File: src/rtl/core/rpe_pkg.sv
package rpe_pkg;

    // configuration port
    localparam int CFG_W     = 64;
    localparam int CFG_IDX_W = 3;
    localparam int CFG_REGS  = 6;

    typedef enum logic [CFG_IDX_W-1:0] {
        REG_ROW0_LO = 3'd0,
        REG_ROW0_HI = 3'd1,
        REG_ROW1_LO = 3'd2,
        REG_ROW1_HI = 3'd3,
        REG_ROW2_LO = 3'd4,
        REG_ROW2_HI = 3'd5
    } cfg_reg_t;

    localparam logic [CFG_W-1:0] ROW0_LO_RST = 64'h0001_0000_0000_0000;
    localparam logic [CFG_W-1:0] ROW0_HI_RST = 64'h0;
    localparam logic [CFG_W-1:0] ROW1_LO_RST = 64'h0000_0000_0001_0000;
    localparam logic [CFG_W-1:0] ROW1_HI_RST = 64'h0;
    localparam logic [CFG_W-1:0] ROW2_LO_RST = 64'h0;
    localparam logic [CFG_W-1:0] ROW2_HI_RST = 64'h0001_0000_0000_0000;

    // number formats
    localparam int ENTRY_W         = 32;   // one matrix entry, signed Q16.16
    localparam int FRAC_BITS       = 16;
    localparam int PROJ_BITS       = 40;   // projected magnitude saturates at 2^40
    localparam int DIST_W          = 32;
    localparam int SQ_W            = 2 * DIST_W;
    localparam int COORD_WIDTH_DEF = 32;

    // divider lanes: x and y share the depth as divisor
    localparam int LANES = 2;

endpackage

File: src/rtl/core/rpe_sqrt.sv
// Pipelined integer square root, one root bit per stage.
module rpe_sqrt
    import rpe_pkg::*;
#(
    parameter int SIDE_W = 2
)(
    input  logic              clk,
    input  logic              rst_n,
    input  logic              en,
    input  logic              in_valid,
    input  logic [SQ_W-1:0]   in_rad,
    input  logic [SIDE_W-1:0] in_side,
    output logic              out_valid,
    output logic [DIST_W-1:0] out_root,
    output logic [SIDE_W-1:0] out_side
);

    localparam int STAGES = DIST_W;
    localparam int REM_W  = DIST_W + 2;

    logic              v_reg     [STAGES];
    logic [REM_W-1:0]  rem_reg   [STAGES];
    logic [REM_W-1:0]  rem_next  [STAGES];
    logic [DIST_W-1:0] root_reg  [STAGES];
    logic [DIST_W-1:0] root_next [STAGES];
    logic [SQ_W-1:0]   rad_reg   [STAGES];
    logic [SIDE_W-1:0] side_reg  [STAGES];

    for (genvar k = 0; k < STAGES; k++) begin : g_stage
        logic              v_prev;
        logic [REM_W-1:0]  rem_prev;
        logic [DIST_W-1:0] root_prev;
        logic [SQ_W-1:0]   rad_prev;
        logic [SIDE_W-1:0] side_prev;
        logic [REM_W-1:0]  cur;
        logic [REM_W-1:0]  trial;
        logic              ge;

        if (k == 0) begin : g_first
            assign v_prev    = in_valid;
            assign rem_prev  = '0;
            assign root_prev = '0;
            assign rad_prev  = in_rad;
            assign side_prev = in_side;
        end else begin : g_next
            assign v_prev    = v_reg[k-1];
            assign rem_prev  = rem_reg[k-1];
            assign root_prev = root_reg[k-1];
            assign rad_prev  = rad_reg[k-1];
            assign side_prev = side_reg[k-1];
        end

        // remainder stays below 2^32 before the last step, so the top bits drop safely
        assign cur          = {rem_prev[REM_W-3:0], rad_prev[SQ_W-1:SQ_W-2]};
        assign trial        = {root_prev, 2'b01};
        assign ge           = cur >= trial;
        assign rem_next[k]  = ge ? cur - trial : cur;
        assign root_next[k] = {root_prev[DIST_W-2:0], ge};

        always_ff @(posedge clk or negedge rst_n)
        begin
            if (!rst_n)
            begin
                v_reg[k] <= 1'b0;
            end
            else if (en)
            begin
                v_reg[k] <= v_prev;
            end
        end

        always_ff @(posedge clk)
        begin
            if (en)
            begin
                rem_reg[k]  <= rem_next[k];
                root_reg[k] <= root_next[k];
                rad_reg[k]  <= {rad_prev[SQ_W-3:0], 2'b00};
                side_reg[k] <= side_prev;
            end
        end
    end

    assign out_valid = v_reg[STAGES-1];
    assign out_root  = root_reg[STAGES-1];
    assign out_side  = side_reg[STAGES-1];

endmodule

File: config.mk
export PLATFORM = sky130hd
export DESIGN_NAME = rpe_sqrt
export DESIGN_NICKNAME = d
export VERILOG_FILES = /design/src/rtl/core/rpe_pkg.sv /design/src/rtl/core/rpe_sqrt.sv
export SDC_FILE = /design/constraint.sdc
export NUM_CORES = 2
export LEC_CHECK = 0
export BUFFER_PORTS_ARGS = -buffer_cell sky130_fd_sc_hd__buf_2
export CORE_ASPECT_RATIO = 1.2
export CORE_MARGIN = 4
export CORE_UTILIZATION = 45
export DETAILED_ROUTE_END_ITERATION = 8
export SKIP_CTS_REPAIR_TIMING = 1
export SYNTH_ARGS = -nofsm -noshare
export SYNTH_HDL_FRONTEND = slang
export SYNTH_MEMORY_MAX_BITS = 65536
export SYNTH_SLANG_ARGS = --single-unit
export TNS_END_PERCENT = 100
File: constraint.sdc
create_clock -name clk -period 7 [get_ports clk]
set_input_delay 1.4 -clock clk [delete_from_list [all_inputs] [get_ports clk]]
set_output_delay 1.4 -clock clk [all_outputs]
set_load 0.02 [all_outputs]
== Word-level counts from Yosys, hierarchy flattened ==
Memories as Yosys holds them, arrays and structs flattened.
Index checks and enable logic that the tools add are counted.

* Register bits: 32
* Bits in writable memories: 4,160
* Input port bits: 70
* Output and inout port bits: 35
* Word-level logic and storage cells: 134
* Memories kept: 4

{| class="wikitable"
|+ Memory list
! name !! words !! width !! read ports !! clocked after memory_dff !! wr ports !! RTL line !! text
|-
| rad_reg || 32 || 62 || 31 || 0 || 32 || rpe_sqrt.sv:26 || <nowiki>logic [SQ_W-1:0] rad_reg [STAGES];</nowiki>
|-
| rem_reg || 32 || 34 || 31 || 0 || 32 || rpe_sqrt.sv:22 || <nowiki>logic [REM_W-1:0] rem_reg [STAGES];</nowiki>
|-
| root_reg || 32 || 32 || 32 || 0 || 32 || rpe_sqrt.sv:24 || <nowiki>logic [DIST_W-1:0] root_reg [STAGES];</nowiki>
|-
| side_reg || 32 || 2 || 32 || 0 || 32 || rpe_sqrt.sv:27 || <nowiki>logic [SIDE_W-1:0] side_reg [STAGES];</nowiki>
|}

* $add $sub $neg: 32
* Order comparisons: 32
* Muxes and demuxes: 34

{| class="wikitable"
|+ Operator list
! kind !! number
|-
| $mux 34 || 32
|-
| $ge 34x34->1 || 31
|-
| $sub 34x34->34 || 31
|-
| $sub 2x1->3 const B || 1
|-
| $ge 2x1->1 const B || 1
|-
| $mux 1 || 2
|}

== Logic depth before layout (Yosys ltp) ==
An unclocked memory read counts as a cell.

* Word-level depth: 3
* Depth in mapped cells: 15
* Depth with buffers taken out: 13

== Least setup slack after synthesis ==
Ideal clock, no wire load.

* Kind: register to register
* Start: memory rem_reg[0][420] (netlist name)
* End: memory rem_reg[0][469] (netlist name), data pin
* Library setup time: 0.271 ns
* Data arrival time: 3.221 ns
* Data required time: 6.729 ns
* Slack: 3.508 ns
* Stages on the path, launching flop included: 14
* Buffers on the path: 1
* Clock period less this slack: 3.492 ns
* Cells stage by stage: edfxtp_1 -> ha_1 -> or4_1 -> clkbuf_1 -> nor4_1 -> nand2_1 -> or2_1 -> or4_1 -> or3_1 -> o21ai_2 -> inv_2 -> o311ai_4 -> nor4_1 -> xor2_1

{| class="wikitable"
|+ RTL lines
! item !! RTL line
|-
| start: declaration || rpe_sqrt.sv:22
|}

==> metrics.txt <==
outcome=complete, no violations; via count=67,937; Crit path largest cell delay=0.59 ns; Clock Pin Slew Worst Setup and Hold Paths=0.06 ns; critical path's slowest cell=a311oi_1; cell count after synthesis=8,831; first drt pass iteration count=6; setup tns final=0 ns; Syn Area/Cell=13.22 sq um; Core Area=257,800 sq um; Yosys reg bits=2,561; layout cells sized above 1=7.930%; Synth area leaders=edfxtp_1, ha_1, xnor2_1, xor2_1, a21oi_1; worst hold slack=0.3880 ns; crit end category=flip-flop; leading area contributor after synthesis=edfxtp_1; CP dominant cell by count=a311oi_1; Post-Synth Adder-Cell Area=6.012%; antenna violations before repair=5; fill cell count=21,881; share of flip-flops with an asynchronous set or reset=1.250%; Largest register FFs=992; main combinational cell family by area after synthesis=simple AND/OR/NAND/NOR gates; H-tree Lvls=5; first-pass GRT wire length=366,000 um; Main synth FF type=edfxtp_1; Routed Antenna Nets=0; post-layout net count=9,747; DRC Markers=0; Total Power=43,770 uW; post-synthesis mux area share=1.277%; IO buf count=104; vias per cell=5.341; fin crit share=67.47%; largest fanout on the critical path=36; clock sinks=2,561; synthesized cell area=116,800 sq um; Cell Pwr Density=335.7 nW/um^2; Pleak=0.04960 uW; final hold viol count=0; vias in the first global route=68,251; Synth Area in XOR/XNOR=5.896%; commonest cells after routing, fill and taps aside=edfxtp_1, inv_1, a21oi_1; final RePlAce weighted congestion=0.8839; max-cap check violation count=0; num rows=204; gr usage total=16.91%; Unique masters post-synth=91; minimum clock period=4.723 ns; cts bufs inserted=278; I/O pin count=105; CP Class=flip-flop to flip-flop; VDD IR max=0.0002572 V; Max Freq=0.2117 GHz; Hold Crit Class=flip-flop to flip-flop; drt first-iter violations=4,454; Post-Synth Simple-Gate Area=9.166%; EDFF count, synth=2,529; Critical Path AT=5.28 ns; post-synthesis compound-gate area fraction=9.099%; Die H=566 um; worst path required time=7.55 ns; Final Cell Area=130,400 sq um; Final HPWL DP=164,900 um; Mapped Nets=9,462; total grt overflow=0; Worst-Skew Late Latency=0.86 ns; Setup-failing EPs final=0; Least-Margin Pin Slew=1.167 ns; synth warn=0; post-synth top area share=65.04%; critical-path cell list=ha_1 > nor2b_1 > o31ai_1 > a31oi_1 > o31a_1 > a22oi_1 > a311oi_1 > a311oi_1 > nand2_1 > buf_4 > mux2_2; Starting Density=45.29%; DRT Wirelength=230,700 um; placed inst area=121,600 sq um; clock root buffer master=clkbuf_16; CTS tree=done; RSZ-0062 raised after global routing=false; die width=473 um; WL per Instance=18.14 um; clock skew=0.05976 ns; final core occ=50.57%; worst rel slew slack=20.16%; largest net degree at the start of global routing=164; sequential area share after synthesis=65.73%; Clock Tree Buf Depth=4; Worst setup SP type=flip-flop; Syn-to-layout area delta=11.66%; commonest non-fill, non-tap cell in the layout=edfxtp_1; Final Max Slew Viols=0; full die area=267,700 sq um
## stage by stage
stage | cells | setup WS, ns
2_1_floorplan | 8831 | 3.508
3_3_place_gp | 12235 | 2.329
3_5_place_dp | 12235 | 2.245
4_1_cts | 12718 | 2.214
5_1_grt | 12720 | 1.847
6_report | 12721 | 2.277
## power by group
group	internal [uW]	total, uW	switching [uW]
Sequential	19500	20700	1260
Clock	8400	14200	5800
Combinational	3760	8860	5100
## per-layer routing
metal  track usage, %  part of all wire (%)  up-vias
met5                0                     0        -
met4            6.174                   3.6        0
li1                 -                     -    33276
met2            30.95                    52     1356
met1            20.00                    40    32844
met3            2.620                   4.0      461
## worst paths after layout
| path | start | to | slack [ns] | depth (start not counted) |
|---|---|---|---|---|
| setup / recovery | rem_reg[1][374] | rem_reg[1][414] | 2.28 | 11 |
| hold / removal | rad_reg[23][50] | rad_reg[24][52] | 0.39 | 0 |
| setup reg to reg | rem_reg[1][374] | rem_reg[1][414] | 2.28 | 11 |
| hold reg to reg | rad_reg[23][50] | rad_reg[24][52] | 0.39 | 0 |
| max in group asynchronous | rst_n | g_stage[20].v_prev | 5.95 | 1 |
| min in group asynchronous | rst_n | out_valid | 0.60 | 1 |
## cell usage after synthesis, types with 13 or more instances
cell and n:
a211o_1 13, a211oi_1 42, a21boi_0 20, a21o_1 186
a21oi_1 617, a31oi_1 40, and2_1 18, and3_1 45
buf_1 17, clkbuf_1 125, dfrtp_1 32, edfxtp_1 2529
ha_1 561, inv_1 710, mux2_2 124, nand2_1 526
nand2b_1 109, nand3_1 129, nand3b_1 21, nand4_1 93
nand4b_1 18, nor2_1 578, nor2b_1 81, nor3_1 196
nor4_1 114, o211ai_1 36, o21a_1 82, o21ai_0 447
o21bai_1 51, o31a_1 18, o31ai_1 53, o41ai_1 16
or2_2 42, or3_1 99, or4_1 55, xnor2_1 398
xor2_1 388
## worst max-delay path: cells and delay by family, from the launching register on
kind / cells / cell delay [ns]
muxes: 1 / 0.31
buffers and inverters: 1 / 0.41
adders and majority gates: 1 / 0.37
AOI/OAI and AO/OA: 6 / 2.23
DFF: 1 / 0.39
and+or+nand+nor: 2 / 0.70
## cell families after synthesis
kind of cell,after synthesis
other,1
flip-flops,2561
multiplexers,133
adder cells (fa/ha/maj),561
AO/OA/AOI/OAI,1746
AND/OR/NAND/NOR,2174
XOR/XNOR,786
buffers and inverters,869
## cell type report
| type | instances | area (sq um) | share of cell area (%) |
|---|---|---|---|
| clock buffer | 338 | 7224 | 5.541 |
| clock inverter | 145 | 1530 | 1.174 |
| sequential | 2561 | 76740 | 58.86 |
| tap | 3399 | 4253 | 3.262 |
| multi-input combinational | 5401 | 36760 | 28.20 |
| inverter | 711 | 2669 | 2.047 |
| antenna | 3 | 7.507 | 0.005758 |
| timing repair buffer | 163 | 1191 | 0.9136 |
(Power assumes the default switching activity.)
